### config.mk
export PLATFORM = sky130hd
export DESIGN_NAME = api_frame_receiver_checksum
export DESIGN_NICKNAME = d
export VERILOG_FILES = /design/src/design/afrc_pkg.sv /design/src/design/api_frame_receiver_checksum.sv /design/src/design/afrc_parse.sv
export VERILOG_INCLUDE_DIRS = /design/src /design/src/design
export SDC_FILE = /design/constraint.sdc
export NUM_CORES = 1
export LEC_CHECK = 0
export ABC_CLOCK_PERIOD_IN_PS = 3500
export BUFFER_PORTS_ARGS = -buffer_cell sky130_fd_sc_hd__clkbuf_2
export CAP_MARGIN = 40
export CORE_MARGIN = 2
export CORE_UTILIZATION = 45
export CTS_CLUSTER_SIZE = 20
export DETAILED_ROUTE_END_ITERATION = 10
export PLACE_DENSITY = 0.63
export SYNTH_ARGS = -nofsm -noshare
export SYNTH_HDL_FRONTEND = slang
export SYNTH_HIERARCHICAL = 1
export SYNTH_SLANG_ARGS = --single-unit
### constraint.sdc
create_clock -name clock -period 3.5 [get_ports clock]
set_input_delay 0.35 -clock clock [delete_from_list [all_inputs] [get_ports clock]]
set_output_delay 0.35 -clock clock [all_outputs]
set_load 0.02 [all_outputs]
### src/design/api_frame_receiver_checksum_macros.svh
// Assertion macros shared by the frame receiver modules.
`ifndef API_FRAME_RECEIVER_CHECKSUM_MACROS_SVH
`define API_FRAME_RECEIVER_CHECKSUM_MACROS_SVH

// Check that a condition implies a consequence in the same cycle.
`define AFRC_ASSERT_SAME(label, clk, rst, cond, cons, msg) \
   label: assert property (@(posedge clk) disable iff (rst) (cond) |-> (cons)) \
      else $error(msg);

// Check that a condition implies a consequence in the next cycle.
`define AFRC_ASSERT_NEXT(label, clk, rst, cond, cons, msg) \
   label: assert property (@(posedge clk) disable iff (rst) (cond) |=> (cons)) \
      else $error(msg);

`endif

### src/design/afrc_pkg.sv
// Shared types and constants of the API frame receiver.
package afrc_pkg;

   // Largest frame, start byte through checksum byte
   localparam int unsigned MAX_FRAME = 64;

   localparam int unsigned CSR_INDEX_WIDTH = 1;
   localparam int unsigned CSR_DATA_WIDTH  = 8;

   // Configuration register indexes
   localparam logic [CSR_INDEX_WIDTH-1:0] CSR_START_DELIMITER     = 1'd0;
   localparam logic [CSR_INDEX_WIDTH-1:0] CSR_ACCEPTED_FRAME_TYPE = 1'd1;

   // Configuration reset values
   localparam logic [7:0] START_DELIMITER_RESET     = 8'h7E;
   localparam logic [7:0] ACCEPTED_FRAME_TYPE_RESET = 8'h10;

   // Result kinds
   localparam logic [1:0] KIND_NONE      = 2'd0;
   localparam logic [1:0] KIND_PAYLOAD   = 2'd1;
   localparam logic [1:0] KIND_FRAME_END = 2'd2;

   // One result transaction
   typedef struct packed {
      logic [1:0] result_kind;
      logic [7:0] payload_byte;
      logic [5:0] payload_index;
      logic [5:0] frame_len_field;
      logic       checksum_ok;
      logic       frame_last;
   } afrc_result_type;

endpackage

### src/design/api_frame_receiver_checksum.sv
// API frame receiver: finds framed messages in a byte stream, emits payload
// bytes with their index and reports each frame end with a checksum flag.
// Every accepted byte yields exactly one result transaction in the next cycle;
// a new byte is taken every cycle while the result register drains, so the
// sustained rate is one byte per clock, set by the single parser stage
// between the running state and the result register.
`include "api_frame_receiver_checksum_macros.svh"

module api_frame_receiver_checksum (
   input  logic                                 clock,
   input  logic                                 reset,
   input  logic                                 req_valid,
   output logic                                 req_ready,
   input  logic [7:0]                           req_rx_byte,
   output logic                                 rsp_valid,
   input  logic                                 rsp_ready,
   output logic [1:0]                           rsp_result_kind,
   output logic [7:0]                           rsp_payload_byte,
   output logic [5:0]                           rsp_payload_index,
   output logic [5:0]                           rsp_frame_len_field,
   output logic                                 rsp_checksum_ok,
   output logic                                 rsp_frame_last,
   input  logic                                 csr_we,
   input  logic [afrc_pkg::CSR_INDEX_WIDTH-1:0] csr_index,
   input  logic [afrc_pkg::CSR_DATA_WIDTH-1:0]  csr_wdata
);
   import afrc_pkg::*;

   logic [7:0]      start_delimiter_ff;
   logic [7:0]      accepted_frame_type_ff;
   logic            rsp_valid_ff;
   afrc_result_type rsp_data_ff;
   afrc_result_type result;
   logic            accept;

   // Take a byte whenever the result register is empty or being drained
   assign req_ready = !rsp_valid_ff || rsp_ready;
   assign accept    = req_valid && req_ready;

   // Hold the configuration registers
   always_ff @(posedge clock) begin
      if (reset) begin
         start_delimiter_ff     <= START_DELIMITER_RESET;
         accepted_frame_type_ff <= ACCEPTED_FRAME_TYPE_RESET;
      end else if (csr_we) begin
         case (csr_index)
            CSR_START_DELIMITER:     start_delimiter_ff     <= csr_wdata;
            CSR_ACCEPTED_FRAME_TYPE: accepted_frame_type_ff <= csr_wdata;
            default: begin
            end
         endcase
      end
   end

   afrc_parse u_parse (
      .clock               (clock),
      .reset               (reset),
      .step                (accept),
      .rx_byte             (req_rx_byte),
      .start_delimiter     (start_delimiter_ff),
      .accepted_frame_type (accepted_frame_type_ff),
      .result              (result)
   );

   // Track result register occupancy
   always_ff @(posedge clock) begin
      if (reset) begin
         rsp_valid_ff <= 1'b0;
      end else if (accept) begin
         rsp_valid_ff <= 1'b1;
      end else if (rsp_ready) begin
         rsp_valid_ff <= 1'b0;
      end
   end

   // Load the result transaction
   always_ff @(posedge clock) begin
      if (accept) begin
         rsp_data_ff <= result;
      end
   end

   assign rsp_valid           = rsp_valid_ff;
   assign rsp_result_kind     = rsp_data_ff.result_kind;
   assign rsp_payload_byte    = rsp_data_ff.payload_byte;
   assign rsp_payload_index   = rsp_data_ff.payload_index;
   assign rsp_frame_len_field = rsp_data_ff.frame_len_field;
   assign rsp_checksum_ok     = rsp_data_ff.checksum_ok;
   assign rsp_frame_last      = rsp_data_ff.frame_last;

   `AFRC_ASSERT_NEXT(a_accept_gives_result, clock, reset,
      accept, rsp_valid_ff,
      "accepted byte produced no result")
   `AFRC_ASSERT_SAME(a_last_matches_kind, clock, reset,
      rsp_valid_ff, rsp_frame_last == (rsp_result_kind == KIND_FRAME_END),
      "frame_last disagrees with result kind")
   `AFRC_ASSERT_SAME(a_idle_result_clean, clock, reset,
      rsp_valid_ff && (rsp_result_kind == KIND_NONE),
      (rsp_payload_byte == 8'h00) && !rsp_checksum_ok && (rsp_frame_len_field == 6'd0),
      "empty result carries data")

endmodule

### src/design/afrc_parse.sv
// Frame parser: sync detection, running sum and checksum check per byte.
`include "api_frame_receiver_checksum_macros.svh"

module afrc_parse (
   input  logic                     clock,
   input  logic                     reset,
   input  logic                     step,
   input  logic [7:0]               rx_byte,
   input  logic [7:0]               start_delimiter,
   input  logic [7:0]               accepted_frame_type,
   output afrc_pkg::afrc_result_type result
);
   import afrc_pkg::*;

   logic [7:0] recent0_ff, recent1_ff, recent2_ff;
   logic       in_frame_ff, in_frame_in;
   logic [6:0] byte_count_ff, byte_count_in;
   logic [6:0] expected_length_ff, expected_length_in;
   logic [7:0] running_sum_ff, running_sum_in;

   logic       sync;
   logic       drop;
   logic [8:0] span;
   logic [6:0] count_inc;
   logic [6:0] frame_len;
   logic [6:0] index_raw;

   // Detect the sync pattern and length limits
   assign sync = (recent2_ff == start_delimiter) && (recent1_ff == 8'h00) &&
                 (rx_byte == accepted_frame_type);
   assign span = {1'b0, recent0_ff} + 9'd4;
   assign drop = (recent0_ff == 8'h00) || (span > 9'(MAX_FRAME));
   assign count_inc = byte_count_ff + 7'd1;
   assign frame_len = expected_length_ff - 7'd3;
   assign index_raw = count_inc - 7'd4;

   // Compute the result and the next frame state
   always_comb begin
      result             = '0;
      in_frame_in        = in_frame_ff;
      byte_count_in      = byte_count_ff;
      expected_length_in = expected_length_ff;
      running_sum_in     = running_sum_ff;
      if (sync) begin
         if (drop) begin
            in_frame_in = 1'b0;
         end else begin
            in_frame_in        = 1'b1;
            byte_count_in      = 7'd3;
            expected_length_in = recent0_ff[6:0] + 7'd3;
            running_sum_in     = rx_byte;
         end
      end else if (in_frame_ff) begin
         byte_count_in          = count_inc;
         result.frame_len_field = frame_len[5:0];
         if (count_inc < expected_length_ff) begin
            running_sum_in       = running_sum_ff + rx_byte;
            result.result_kind   = KIND_PAYLOAD;
            result.payload_byte  = rx_byte;
            result.payload_index = index_raw[5:0];
         end else begin
            result.result_kind = KIND_FRAME_END;
            result.frame_last  = 1'b1;
            result.checksum_ok = ((8'hFF - running_sum_ff) == rx_byte);
            in_frame_in        = 1'b0;
         end
      end
   end

   // Advance the state on each accepted transaction
   always_ff @(posedge clock) begin
      if (reset) begin
         recent0_ff         <= '0;
         recent1_ff         <= '0;
         recent2_ff         <= '0;
         in_frame_ff        <= 1'b0;
         byte_count_ff      <= '0;
         expected_length_ff <= '0;
         running_sum_ff     <= '0;
      end else if (step) begin
         recent0_ff         <= rx_byte;
         recent1_ff         <= recent0_ff;
         recent2_ff         <= recent1_ff;
         in_frame_ff        <= in_frame_in;
         byte_count_ff      <= byte_count_in;
         expected_length_ff <= expected_length_in;
         running_sum_ff     <= running_sum_in;
      end
   end

   `AFRC_ASSERT_NEXT(a_end_leaves_frame, clock, reset,
      step && (result.result_kind == KIND_FRAME_END), !in_frame_ff,
      "frame end did not return to hunting")
   `AFRC_ASSERT_SAME(a_frame_count_bound, clock, reset,
      in_frame_ff, byte_count_ff < expected_length_ff,
      "byte count ran past the checksum position")
   `AFRC_ASSERT_NEXT(a_sync_starts_frame, clock, reset,
      step && sync && !drop, in_frame_ff && (byte_count_ff == 7'd3),
      "accepted sync did not open a frame")

endmodule

==> summary.md <==
| Metric | Value |
|---|---|
| Die extent in y | 103 µm |
| Least-Margin Pin Slew | 645 ps |
| Number of flops mapped to enable cells by yosys | 24 |
| Synth top area cells | dfxtp_1 29%, edfxtp_1 16%, mux2i_1 7.8% |
| RSZ-0062 raised after global routing | false |
| P&R area growth vs syn | 11.8% |
| Cts bufs inserted | 9 |
| Count leader, synth | nor2_1 |
| Clk buf depth | 2 |
| Clk_lat worst skew | 360 ps |
| Drt pass-1 iters | 4 |
| Via/cell ratio | 5.12 |
| Synth warnings | 6 |
| Largest net degree at the start of global routing | 40 |
| Outcome | finished clean |
| # hold bufs at CTS | 0 |
| Total leakage power | 1.98 nW |
| Utilization after layout | 52.4% |
| DP Area | 4700 µm² |
| GPL Wtd Cong | 0.863 |
| Diode count | 0 |
| Yosys top cell area share | 29.3% |
| Final Power | 1.96 mW |
| CTS tree | yes |
| CP max stage cell | o31ai_4 |
| Final hold violations | 0 |
| Clock sinks | 88 |
| Most common cell on crit path | ha_1 |
| Minimum clock period | 3100 ps |
| PD cells | 402 nW/µm² |
| Core area | 9330 µm² |
| Final WL | 8720 µm |
| Min Hold Slack | 206 ps |
| Synthesized instance count | 440 |
| GRT Total Usage | 17.7% |
| Worst rel slew slack | 57.0% |
| Crit path cell chain | ha_1 -> nand3_1 -> xnor2_1 -> ha_1 -> o21ai_1 -> nand2b_1 -> a21oi_1 -> a21oi_2 -> o31ai_4 -> buf_4 -> nor2_1 -> a211oi_2 |
| Top post-synthesis cells by count | 68 x nor2_1, 64 x dfxtp_1, 34 x mux2i_1 |
| CTS-repair resized insts | 0 |
| Startpoint types | register |
| Worst Path Required | 3780 ps |
| Share of post-route cells with drive strength above 1 | 19.6% |
| Number of global-route vias before repair | 2,953 |
| # DRC | 0 |
| Die area | 10,500 µm² |
| Io pins | 48 |
| GRT overflow | 0 |
| Post-CTS Setup Inserts | 0 |
| Initial antenna violation count | 0 |
| Slew Limit Fails | 0 |
| Clk slew on worst S/H paths | 100 ps |
| Fin crit share | 88.5% |
| Final TNS setup | 0 ps |
| Critical path buffers and inverters | 1 |
| H-tree depth | 3 |
| Share of flip-flops with an asynchronous set or reset | 0% |
| Kind of critical path | register to register |
| Number of placement rows | 35 |
| Syn_nets | 481 |
| Worst path max stage delay | 630 ps |
| Starting DRC count in detailed routing | 136 |
| Max-Cap Viols | 0 |
| Max VDD drop | 0.169 mV |
| Yosys cell types | 58 |
| CP Data Arrival Time | 3370 ps |
| Crit end category | register |
| Sequential cell area fraction in the yosys report | 45.8% |
| Worst-path fanout max | 12 |
| Max Clock Skew | 19.3 ps |
| First-pass GRT wire length | 14,300 µm |
| Root Buffer Master | clkbuf_8 |
| Post-DR wirelength/cell | 14.1 µm |
| Post-route ant nets | 0 |
| Synthesized flop and latch total | 88 |
| Cell area after layout | 4890 µm² |
| Starting density of the core | 46.9% |
| Tightest Hold Check Type | input pin to register |
| Delay-heaviest family, CP | compound AO/OA/AOI/OAI gates |
| Die X | 103 µm |
| IO buf count | 47 |
| HPWL after DPL | 6370 µm |
| Fmax | 323 MHz |
| Netlist Area Pre-Place | 4370 µm² |
| Total number of vias | 3,168 |
| Fin nets | 526 |
| Setup-failing EPs final | 0 |
| Mapped Avg Cell Area | 9.94 µm² |
| Most common flop cell mapped by yosys | dfxtp_1 |
| Leading area contributor after synthesis | dfxtp_1 |
==> power by group <==
part | internal, mW | switching [mW]
Combinational | 0.0728 | 0.108
Clock | 0.333 | 0.353
Sequential | 1.08 | 0.0221
==> kinds of logic (layout without fill, tap and decap cells) <==
kind of cell	Yosys count	count (layout)	share of synthesized area (%)
compound gates	63	63	11.4
buf+inv	40	90	4.52
fa+ha+maj	19	19	5.61
mux	34	34	7.78
simple gates	161	161	17.9
xor+xnor	35	35	7.01
flops	88	88	45.8
==> flip-flops by register name, summed over array words and instances, names as in the netlist, 8 cells and up <==
| name | flops |
|---|---|
| u_parse/recent1_ff | 8 |
| start_delimiter_ff | 8 |
| u_parse/recent2_ff | 8 |
| u_parse/recent0_ff | 8 |
| accepted_frame_type_ff | 8 |
| u_parse/running_sum_ff | 8 |
| rsp_payload_byte | 8 |
==> per-layer routing <==
layer	share of wire (%)	global-route usage (%)	routed length, µm
met5	0	0	0
met4	1.3	6.36	117
met3	4.2	4.20	367
met2	45	28.0	3950
met1	49	23.6	4280
==> final timing paths <==
path | start | endpoint | slack, ps | cells after the start
min reg2reg | u_parse/expected_length_ff[6] | u_parse/expected_length_ff[6] | 490 | 2
max | u_parse/byte_count_ff[0] | u_parse/running_sum_ff[2] | 400 | 12
max reg2reg | u_parse/byte_count_ff[0] | u_parse/running_sum_ff[2] | 400 | 12
min | req_valid | rsp_valid | 210 | 3
==> worst reg2reg max path, delay by kind of cell (launching register included) <==
kind                       cells  cell delay [ps]
and+or+nand+nor                3              220
DFF                            1              440
AOI/OAI and AO/OA              5             1190
buffers and inverters          1              260
adders and majority gates      2              550
xor gates and xnor gates       1              370
==> per-stage QoR <==
step | cells | setup WS, ps
floorplan | 440 | 739
CTS | 619 | 412
global route | 619 | 185
finish | 619 | 403
global placement | 603 | 562
detailed placement | 603 | 419
==> placed cells by master, fill, tap and decap left out, types with 2 or more instances in the layout <==
master and count:
and3_1 6, a211oi_1 7, nand2_1 24, edfxtp_1 24, nand2b_1 8, a21boi_0 2
buf_4 7, nor4_1 4, a311oi_2 4, a21bo_1 4, nand3_2 2, nor2_1 68
a21oi_2 6, and2_1 8, clkbuf_2 48, xor2_1 7, or3_1 3, mux2i_1 34
inv_1 19, nand4_1 5, a31oi_1 2, o21ai_0 5, o21ai_1 2, nor2_2 2
nor2b_1 2, clkbuf_8 9, nor4bb_1 2, o21a_1 2, xnor2_1 28, nand3_1 14
dfxtp_1 64, a21oi_1 16, nor3_1 5, ha_1 18, inv_4 2
==> final cells by class <==
type	instances	area (µm²)
Inverter	20	75.1
Timing Repair Buffer	54	288
Tap cell	129	161
Clock buffer	11	133
Fill cell	880	4440
Multi-Input combinational cell	312	2170
Sequential cell	88	2000
Clock inverter	5	55.1
(Power assumes the default switching activity.)
